[src/rtl/type_length_message_deframer_assert.svh]
// Assertion macros used by the deframer top level.
`ifndef TYPE_LENGTH_MESSAGE_DEFRAMER_ASSERT_SVH
`define TYPE_LENGTH_MESSAGE_DEFRAMER_ASSERT_SVH

`ifndef NO_ASSERTIONS

// same-cycle implication
`define TLMD_ASSERT_NOW(label, clk, rst, a, b) \
  label: assert property (@(posedge clk) disable iff (rst) (a) |-> (b)) \
    else $error("deframer assertion failed");

// next-cycle implication
`define TLMD_ASSERT_NEXT(label, clk, rst, a, b) \
  label: assert property (@(posedge clk) disable iff (rst) (a) |=> (b)) \
    else $error("deframer assertion failed");

`else

`define TLMD_ASSERT_NOW(label, clk, rst, a, b)
`define TLMD_ASSERT_NEXT(label, clk, rst, a, b)

`endif

`endif

[src/rtl/tlmd_pkg.sv]
// Types, constants and codes of the type-length message deframer.
package tlmd_pkg;

  localparam int TYPE_ENTRIES = 4;
  localparam int LIMIT_WIDTH  = 24;
  localparam int REG_COUNT    = 4;
  localparam int HEADER_BYTES = 5;
  localparam int LOOKUP_N     = (TYPE_ENTRIES < REG_COUNT) ? TYPE_ENTRIES : REG_COUNT;
  localparam int REG_IDX_W    = (REG_COUNT > 1) ? $clog2(REG_COUNT) : 1;
  localparam int CFG_INDEX_W  = 8;
  localparam int CFG_DATA_W   = 58;
  localparam int LEN_W        = 32;

  typedef struct packed {
    logic        valid;
    logic        no_limit;
    logic [23:0] max_len;
    logic [23:0] min_len;
    logic [7:0]  type_id;
  } type_entry_t;

  typedef enum logic [2:0] {
    ERR_NONE         = 3'd0,
    ERR_UNKNOWN_TYPE = 3'd1,
    ERR_TOO_SHORT    = 3'd2,
    ERR_TOO_LONG     = 3'd3,
    ERR_ZERO_LEN     = 3'd4
  } err_code_t;

  typedef enum logic [1:0] {
    PH_HEADER = 2'd0,
    PH_DATA   = 2'd1,
    PH_HALT   = 2'd2
  } phase_t;

  typedef struct packed {
    logic halted;
    logic in_payload;
  } core_status_t;

endpackage

[src/rtl/tlmd_if.sv]
// Handshake channels of the deframer: received bytes, results, configuration writes.
interface tlmd_byte_if import tlmd_pkg::*; ();
  logic       valid;
  logic       ready;
  logic [7:0] rx_byte;

  modport source (output valid, output rx_byte, input ready);
  modport sink   (input valid, input rx_byte, output ready);
endinterface

interface tlmd_result_if import tlmd_pkg::*; ();
  logic             valid;
  logic             ready;
  logic             is_error;
  logic [2:0]       error_code;
  logic [7:0]       msg_type;
  logic [LEN_W-1:0] msg_length;
  logic [7:0]       payload_byte;
  logic             last_byte;

  modport source (output valid, output is_error, output error_code, output msg_type,
                  output msg_length, output payload_byte, output last_byte, input ready);
  modport sink   (input valid, input is_error, input error_code, input msg_type,
                  input msg_length, input payload_byte, input last_byte, output ready);
endinterface

interface tlmd_cfg_if import tlmd_pkg::*; ();
  logic                   valid;
  logic                   ready;
  logic [CFG_INDEX_W-1:0] index;
  logic [CFG_DATA_W-1:0]  data;

  modport source (output valid, output index, output data, input ready);
  modport sink   (input valid, input index, input data, output ready);
endinterface

[src/rtl/tlmd_regs.sv]
// Type entry register file written through the configuration channel.
module tlmd_regs import tlmd_pkg::*; (
  input  logic        clk,
  input  logic        rst,
  tlmd_cfg_if.sink    cfg,
  output type_entry_t entries [REG_COUNT]
);

  assign cfg.ready = 1'b1;

  always_ff @(posedge clk) begin
    if (rst) begin
      for (int i = 0; i < REG_COUNT; i++) begin
        entries[i] <= '0;
      end
    end else if (cfg.valid && cfg.index < CFG_INDEX_W'(REG_COUNT)) begin
      // out-of-range indexes fall through and are dropped
      entries[cfg.index[REG_IDX_W-1:0]] <= type_entry_t'(cfg.data);
    end
  end

endmodule

[src/rtl/tlmd_core.sv]
// Header collection, type lookup and payload forwarding with input and result registers.
module tlmd_core import tlmd_pkg::*; (
  input  logic         clk,
  input  logic         rst,
  tlmd_byte_if.sink    rx,
  tlmd_result_if.source res,
  input  type_entry_t  entries [REG_COUNT],
  output core_status_t status
);

  // input register
  logic       in_valid;
  logic [7:0] in_byte;

  // deframer state
  phase_t           phase, phase_next;
  logic [2:0]       header_count, header_count_next;
  logic [LEN_W-1:0] length_shift, length_shift_next;
  logic [7:0]       current_type, current_type_next;
  logic [LEN_W-1:0] bytes_received, bytes_received_next;

  // result register
  logic             out_valid;
  logic             out_is_error;
  err_code_t        out_code;
  logic [7:0]       out_type;
  logic [LEN_W-1:0] out_length;
  logic [7:0]       out_payload;
  logic             out_last;

  logic fire;
  assign fire     = in_valid && (!out_valid || res.ready);
  assign rx.ready = !in_valid || fire;

  // type lookup: lowest valid matching entry wins
  logic             hit;
  type_entry_t      hit_entry;
  logic [LEN_W-1:0] min_len, max_len;
  err_code_t        check_code;

  always_comb begin
    hit       = 1'b0;
    hit_entry = '0;
    for (int i = LOOKUP_N - 1; i >= 0; i--) begin
      if (entries[i].valid && entries[i].type_id == in_byte) begin
        hit       = 1'b1;
        hit_entry = entries[i];
      end
    end
  end

  assign min_len = {{(LEN_W-LIMIT_WIDTH){1'b0}}, hit_entry.min_len[LIMIT_WIDTH-1:0]};
  assign max_len = {{(LEN_W-LIMIT_WIDTH){1'b0}}, hit_entry.max_len[LIMIT_WIDTH-1:0]};

  always_comb begin
    if (!hit) begin
      check_code = ERR_UNKNOWN_TYPE;
    end else if (length_shift < min_len) begin
      check_code = ERR_TOO_SHORT;
    end else if (!hit_entry.no_limit && length_shift > max_len) begin
      check_code = ERR_TOO_LONG;
    end else if (length_shift == '0) begin
      check_code = ERR_ZERO_LEN;
    end else begin
      check_code = ERR_NONE;
    end
  end

  // per-byte step
  logic             r_valid;
  logic             r_is_error;
  err_code_t        r_code;
  logic [7:0]       r_type;
  logic [7:0]       r_payload;
  logic             r_last;
  logic [LEN_W-1:0] count_inc;

  assign count_inc = bytes_received + 1'b1;

  always_comb begin
    phase_next          = phase;
    header_count_next   = header_count;
    length_shift_next   = length_shift;
    current_type_next   = current_type;
    bytes_received_next = bytes_received;
    r_valid    = 1'b0;
    r_is_error = 1'b0;
    r_code     = ERR_NONE;
    r_type     = current_type;
    r_payload  = in_byte;
    r_last     = 1'b0;
    case (phase)
      PH_HEADER: begin
        if (header_count < 3'(HEADER_BYTES - 1)) begin
          length_shift_next = {length_shift[LEN_W-9:0], in_byte};
          header_count_next = header_count + 3'd1;
        end else begin
          current_type_next = in_byte;
          header_count_next = '0;
          if (check_code != ERR_NONE) begin
            phase_next = PH_HALT;
            r_valid    = 1'b1;
            r_is_error = 1'b1;
            r_code     = check_code;
            r_type     = in_byte;
            r_payload  = '0;
          end else begin
            bytes_received_next = '0;
            phase_next          = PH_DATA;
          end
        end
      end
      PH_DATA: begin
        bytes_received_next = count_inc;
        r_valid = 1'b1;
        r_last  = (count_inc == length_shift);
        if (r_last) begin
          phase_next        = PH_HEADER;
          header_count_next = '0;
        end
      end
      default: begin
        // halted: bytes are swallowed
      end
    endcase
  end

  always_ff @(posedge clk) begin
    if (rst) begin
      in_valid       <= 1'b0;
      phase          <= PH_HEADER;
      header_count   <= '0;
      length_shift   <= '0;
      current_type   <= '0;
      bytes_received <= '0;
      out_valid      <= 1'b0;
    end else begin
      if (rx.valid && rx.ready) begin
        in_valid <= 1'b1;
      end else if (fire) begin
        in_valid <= 1'b0;
      end

      if (out_valid && res.ready) begin
        out_valid <= 1'b0;
      end
      if (fire) begin
        phase          <= phase_next;
        header_count   <= header_count_next;
        length_shift   <= length_shift_next;
        current_type   <= current_type_next;
        bytes_received <= bytes_received_next;
        if (r_valid) begin
          out_valid <= 1'b1;
        end
      end
    end
  end

  always_ff @(posedge clk) begin
    if (rx.valid && rx.ready) begin
      in_byte <= rx.rx_byte;
    end
    if (fire && r_valid) begin
      out_is_error <= r_is_error;
      out_code     <= r_code;
      out_type     <= r_type;
      out_length   <= length_shift;
      out_payload  <= r_payload;
      out_last     <= r_last;
    end
  end

  assign res.valid        = out_valid;
  assign res.is_error     = out_is_error;
  assign res.error_code   = out_code;
  assign res.msg_type     = out_type;
  assign res.msg_length   = out_length;
  assign res.payload_byte = out_payload;
  assign res.last_byte    = out_last;

  assign status.in_payload = (phase == PH_DATA);
  assign status.halted     = (phase != PH_HEADER) && (phase != PH_DATA);

endmodule

[src/rtl/type_length_message_deframer.sv]
// Type-length message deframer, top level.
//
// rx carries received link bytes one per request. Each message starts with a
// five-byte header: 32-bit big-endian payload length, then a type byte. The
// type is looked up in four type entries written over cfg (index 0..3, other
// indexes dropped); the lowest valid match sets the length limits.
// res carries one result per payload byte (type, length, byte, last mark) or
// one error result for a bad header, after which every byte is swallowed
// until reset. Header bytes give no result.
// A byte lands in the input register, and its result is then captured in the
// result register; a stall on res can hold it in the input register first.
// Throughput: one byte per cycle while res takes results; the type lookup and
// length compares sit between the input and result registers and never iterate.
// When res stalls, the held result stays put and the input register takes one
// more byte; rx.ready drops after that until res drains.
// rst (synchronous) clears the type entries, the header state and both
// registers. cfg.ready is always high; write entries only while idle.
`include "type_length_message_deframer_assert.svh"

module type_length_message_deframer import tlmd_pkg::*; (
  input  logic          clk,
  input  logic          rst,
  tlmd_byte_if.sink     rx,
  tlmd_result_if.source res,
  tlmd_cfg_if.sink      cfg
);

  type_entry_t  entries [REG_COUNT];
  core_status_t status;

  tlmd_regs u_regs (
    .clk     (clk),
    .rst     (rst),
    .cfg     (cfg),
    .entries (entries)
  );

  tlmd_core u_core (
    .clk     (clk),
    .rst     (rst),
    .rx      (rx),
    .res     (res),
    .entries (entries),
    .status  (status)
  );

  // once halted, stays halted until reset
  `TLMD_ASSERT_NEXT(a_halt_sticky, clk, rst, status.halted, status.halted)
  // nothing new comes out once halted and drained
  `TLMD_ASSERT_NEXT(a_halt_silent, clk, rst, status.halted && !res.valid, !res.valid)
  // an error result is only ever shown while halted
  `TLMD_ASSERT_NOW(a_err_halts, clk, rst, res.valid && res.is_error, status.halted)
  // in header phase with an empty output, only an error can appear next
  `TLMD_ASSERT_NEXT(a_hdr_no_payload, clk, rst,
    !status.in_payload && !status.halted && !res.valid, !res.valid || res.is_error)

endmodule

[src/flat_wrapper.sv]
// flat-port wrapper written by rule: the top's interface ports become plain ports
module type_length_message_deframer_flat import tlmd_pkg::*;
  (clk, rst, rx_valid, rx_rx_byte, rx_ready, res_valid, res_is_error, res_error_code, res_msg_type, res_msg_length, res_payload_byte, res_last_byte, res_ready, cfg_valid, cfg_index, cfg_data, cfg_ready);
  tlmd_byte_if rx_i ();
  tlmd_result_if res_i ();
  tlmd_cfg_if cfg_i ();
  input  logic clk;
  input  logic rst;
  input wire logic [$bits(rx_i.valid)-1:0] rx_valid;
  input wire logic [$bits(rx_i.rx_byte)-1:0] rx_rx_byte;
  output wire logic [$bits(rx_i.ready)-1:0] rx_ready;
  output wire logic [$bits(res_i.valid)-1:0] res_valid;
  output wire logic [$bits(res_i.is_error)-1:0] res_is_error;
  output wire logic [$bits(res_i.error_code)-1:0] res_error_code;
  output wire logic [$bits(res_i.msg_type)-1:0] res_msg_type;
  output wire logic [$bits(res_i.msg_length)-1:0] res_msg_length;
  output wire logic [$bits(res_i.payload_byte)-1:0] res_payload_byte;
  output wire logic [$bits(res_i.last_byte)-1:0] res_last_byte;
  input wire logic [$bits(res_i.ready)-1:0] res_ready;
  input wire logic [$bits(cfg_i.valid)-1:0] cfg_valid;
  input wire logic [$bits(cfg_i.index)-1:0] cfg_index;
  input wire logic [$bits(cfg_i.data)-1:0] cfg_data;
  output wire logic [$bits(cfg_i.ready)-1:0] cfg_ready;
  assign rx_i.valid = rx_valid;
  assign rx_i.rx_byte = rx_rx_byte;
  assign rx_ready = rx_i.ready;
  assign res_valid = res_i.valid;
  assign res_is_error = res_i.is_error;
  assign res_error_code = res_i.error_code;
  assign res_msg_type = res_i.msg_type;
  assign res_msg_length = res_i.msg_length;
  assign res_payload_byte = res_i.payload_byte;
  assign res_last_byte = res_i.last_byte;
  assign res_i.ready = res_ready;
  assign cfg_i.valid = cfg_valid;
  assign cfg_i.index = cfg_index;
  assign cfg_i.data = cfg_data;
  assign cfg_ready = cfg_i.ready;
  type_length_message_deframer u_core (.clk(clk), .rst(rst), .rx(rx_i), .res(res_i), .cfg(cfg_i));
endmodule
[config.mk]
export PLATFORM = sky130hd
export DESIGN_NAME = type_length_message_deframer_flat
export DESIGN_NICKNAME = d
export VERILOG_FILES = /design/src/rtl/tlmd_pkg.sv /design/src/rtl/tlmd_if.sv /design/src/rtl/tlmd_regs.sv /design/src/rtl/tlmd_core.sv /design/src/rtl/type_length_message_deframer.sv /design/src/flat_wrapper.sv
export VERILOG_INCLUDE_DIRS = /design/src /design/src/rtl
export SDC_FILE = /design/constraint.sdc
export NUM_CORES = 1
export LEC_CHECK = 0
export ABC_AREA = 1
export BUFFER_PORTS_ARGS = -buffer_cell sky130_fd_sc_hd__buf_2
export CAP_MARGIN = 15
export CORE_UTILIZATION = 35
export DETAILED_ROUTE_END_ITERATION = 12
export GPL_ROUTABILITY_DRIVEN = 0
export PLACE_DENSITY = 0.52
export SYNTH_ARGS = -nofsm -noshare
export SYNTH_HDL_FRONTEND = slang
export SYNTH_HIERARCHICAL = 1
export SYNTH_SLANG_ARGS = --single-unit
[constraint.sdc]
create_clock -name clk -period 5.3 [get_ports clk]
set_input_delay 0.265 -clock clk [delete_from_list [all_inputs] [get_ports clk]]
set_output_delay 0.265 -clock clk [all_outputs]
set_load 0.02 [all_outputs]
==> metrics.md <==
| Metric | Value |
|---|---|
| Grt ovf | `0` |
| DR vias | `17.5k` |
| Fin. Hold Viols | `0` |
| Post-Synthesis Net Count | `2711` |
| Nets | `2760` |
| Area Growth Syn to Fin | `14.4%` |
| Worst path buffer plus inverter count | `5` |
| Status | `finished, final reports clean` |
| Fin area | `21700 µm²` |
| Total iterations of the first detailed-routing run | `5` |
| I/O Buffers | `133` |
| Int Power | `5.05 mW` |
| Routed Antenna Nets | `0` |
| Switch share | `25.1%` |
| CTS tree | `built` |
| Arrival @ worst endpoint | `4970 ps` |
| Crit path max-delay family | `simple AND/OR/NAND/NOR gates` |
| WP depth | `28` |
| Gate Count Post-Synth | `2583` |
| GRT Util Overall | `21.2%` |
| Residual DRC | `0` |
| RSZ-0062 raised after global routing | `no` |
| Worst-case clock buffer depth | `3` |
| Max-cap violations | `0` |
| Critical Path Max Stage Delay | `500 ps` |
| Sequential fraction of design power | `44.1%` |
| Worst Path Required | `5510 ps` |
| Clk sinks | `372` |
| First-pass GRT wire length | `93.4 mm` |
| Clock share of power | `47.8%` |
| Mapped cell area | `19000 µm²` |
| Commonest non-fill, non-tap cell in the layout | `nand2_1` |
| # setup viols final | `0` |
| Vias in the first global route | `16.1k` |
| Post-layout min period | `4760 ps` |
| DR iter-0 viols | `1387` |
| Sw Pwr | `1.69 mW` |
| CTS buffer count | `44` |
| Setup crit end kind | `register` |
| Pwr Density | `311 nW/µm²` |
| Initial antenna violation count | `1` |
| R2R depth | `28` |
| Gate power share | `8.1%` |
| Initial Util | `35.8%` |
| Worst slew pin tran | `1230 ps` |
| Warnings from Yosys | `6` |
| Most frequent cells in the layout | `nand2_1 (412), nor2_1 (408), a21oi_1 (340)` |
| Avg Cell Area, Syn | `7.35 µm²` |
| # diodes | `0` |
| Pleak | `8.61 nW` |
| DIE AREA | `55200 µm²` |
| Most common cell on crit path | `nand2_1` |
| Clock transition at path regs | `60 ps` |
| Layout cells sized above 1 | `12.9%` |
| Site row count | `84` |
| DP Wirelength | `38.9 mm` |
| Max Fclk | `0.210 GHz` |
| Worst Clk Skew | `22.1 ps` |
| Normalized max-slew margin | `18.0%` |
| # IOs | `135` |
| Slew Limit Fails | `0` |
| DP Area | `20100 µm²` |
| CP max FO | `36` |
| Period utilisation layout | `89.9%` |
| Critical path class | `reg2reg` |
| Die width | `235 µm` |
| CP max stage cell | `edfxtp_1` |
| Post-cts repair resize count | `0` |
| Peak supply drop | `202 µV` |
| Total power | `6.75 mW` |
| Vias per cell | `5.20` |
| Post-Route WL | `60.1 mm` |
| Final TNS setup | `0 ps` |
| Die span in y | `235 µm` |
| CTS H-Tree Depth | `2` |
| Fill cell count | `5476` |
| Pin count of the biggest net entering global routing | `248` |
| Skew-Pair Late Insertion Delay | `580 ps` |
| Core area | `53100 µm²` |
| WL/cell | `17.9 µm` |
| Root buf cell | `clkbuf_16` |
| Hold depth | `5` |
| Hold Crit Class | `in2reg` |
| Startpoint Class | `register` |
[tightest hold or removal path, delay by kind of cell]
family	cells	cell delay, ps
and+or+nand+nor	3	200
buffers and inverters	2	130
[power by group through the flow]
stage	Combinational [mW]	Clock, mW	Sequential, mW
after floorplan	0.359	0	3.01
after global placement	0.534	0	3.04
after detailed placement	0.539	0	3.04
after CTS	0.547	3.29	2.98
after global routing	0.609	3.39	2.98
final	0.548	3.22	2.98
[through the flow]
step | setup slack, ps | hold slack, ps | util, % | cells
after detailed placement | 595 | 457 | 37.8 | 3264
after CTS | 573 | 32.6 | 40.9 | 3355
after global placement | 650 | 451 | 37.8 | 3264
after global routing | 140 | 78.5 | 40.9 | 3355
after floorplan | 310 | 364 | - | 2583
final | 537 | 56.3 | 40.9 | 3355
[repair_timing]
item                                    in CTS  in global routing
endpoints found under the setup margin       0                  0
endpoints found under the hold margin       10                  0
buffers inserted                             0                  0
hold buffers                                10                  0
[worst paths after layout]
check | start | to | slack [ps]
worst min register to register | u_core/u_core/bytes_received[3]$_SDFFE_PP0P_ | u_core/u_core/bytes_received[3]$_SDFFE_PP0P_ | 470
worst min-delay path | cfg_data[54] | u_core/u_regs/entries[170]$_SDFFE_PP0P_ | 60
worst max register to register | u_core/u_core/in_byte[4]$_DFFE_PP_ | u_core/u_core/res.msg_type[3]$_DFFE_PP_ | 540
worst max-delay path | u_core/u_core/in_byte[4]$_DFFE_PP_ | u_core/u_core/res.msg_type[3]$_DFFE_PP_ | 540
[sequential cells by signal, summed over array words and instances, names as in the netlist]
signal	count
u_core/u_core/current_type	8
u_core/u_core/res.msg_type	8
u_core/u_core/res.valid	1
u_core/u_core/res.payload_byte	8
u_core/u_core/res.error_code	3
u_core/u_core/res.msg_length	32
u_core/u_core/length_shift	32
u_core/u_core/in_byte	8
u_core/u_core/in_valid	1
u_core/u_core/bytes_received	32
u_core/u_core/phase	2
u_core/u_core/res.is_error	1
u_core/u_core/header_count	3
u_core/u_core/res.last_byte	1
u_core/u_regs/entries	232
[final cells by class]
class | instances | area, µm² | share of cell area [%]
multi-input combinational | 1860 | 9460 | 43.6
clock buffer | 66 | 1330 | 6.11
tap | 688 | 861 | 3.96
sequential | 372 | 8060 | 37.1
inverter | 170 | 644 | 2.97
clock inverter | 15 | 214 | 0.985
timing repair buffer | 184 | 1150 | 5.29
[layer usage]
metal	GRT usage, %	up-vias	share of wire, %
li1	-	8740	-
met5	0	-	0.022
met1	29.3	8142	47
met3	3.18	88	5.3
met4	7.26	2	2.7
met2	33.7	485	45
(Power assumes the default switching activity.)
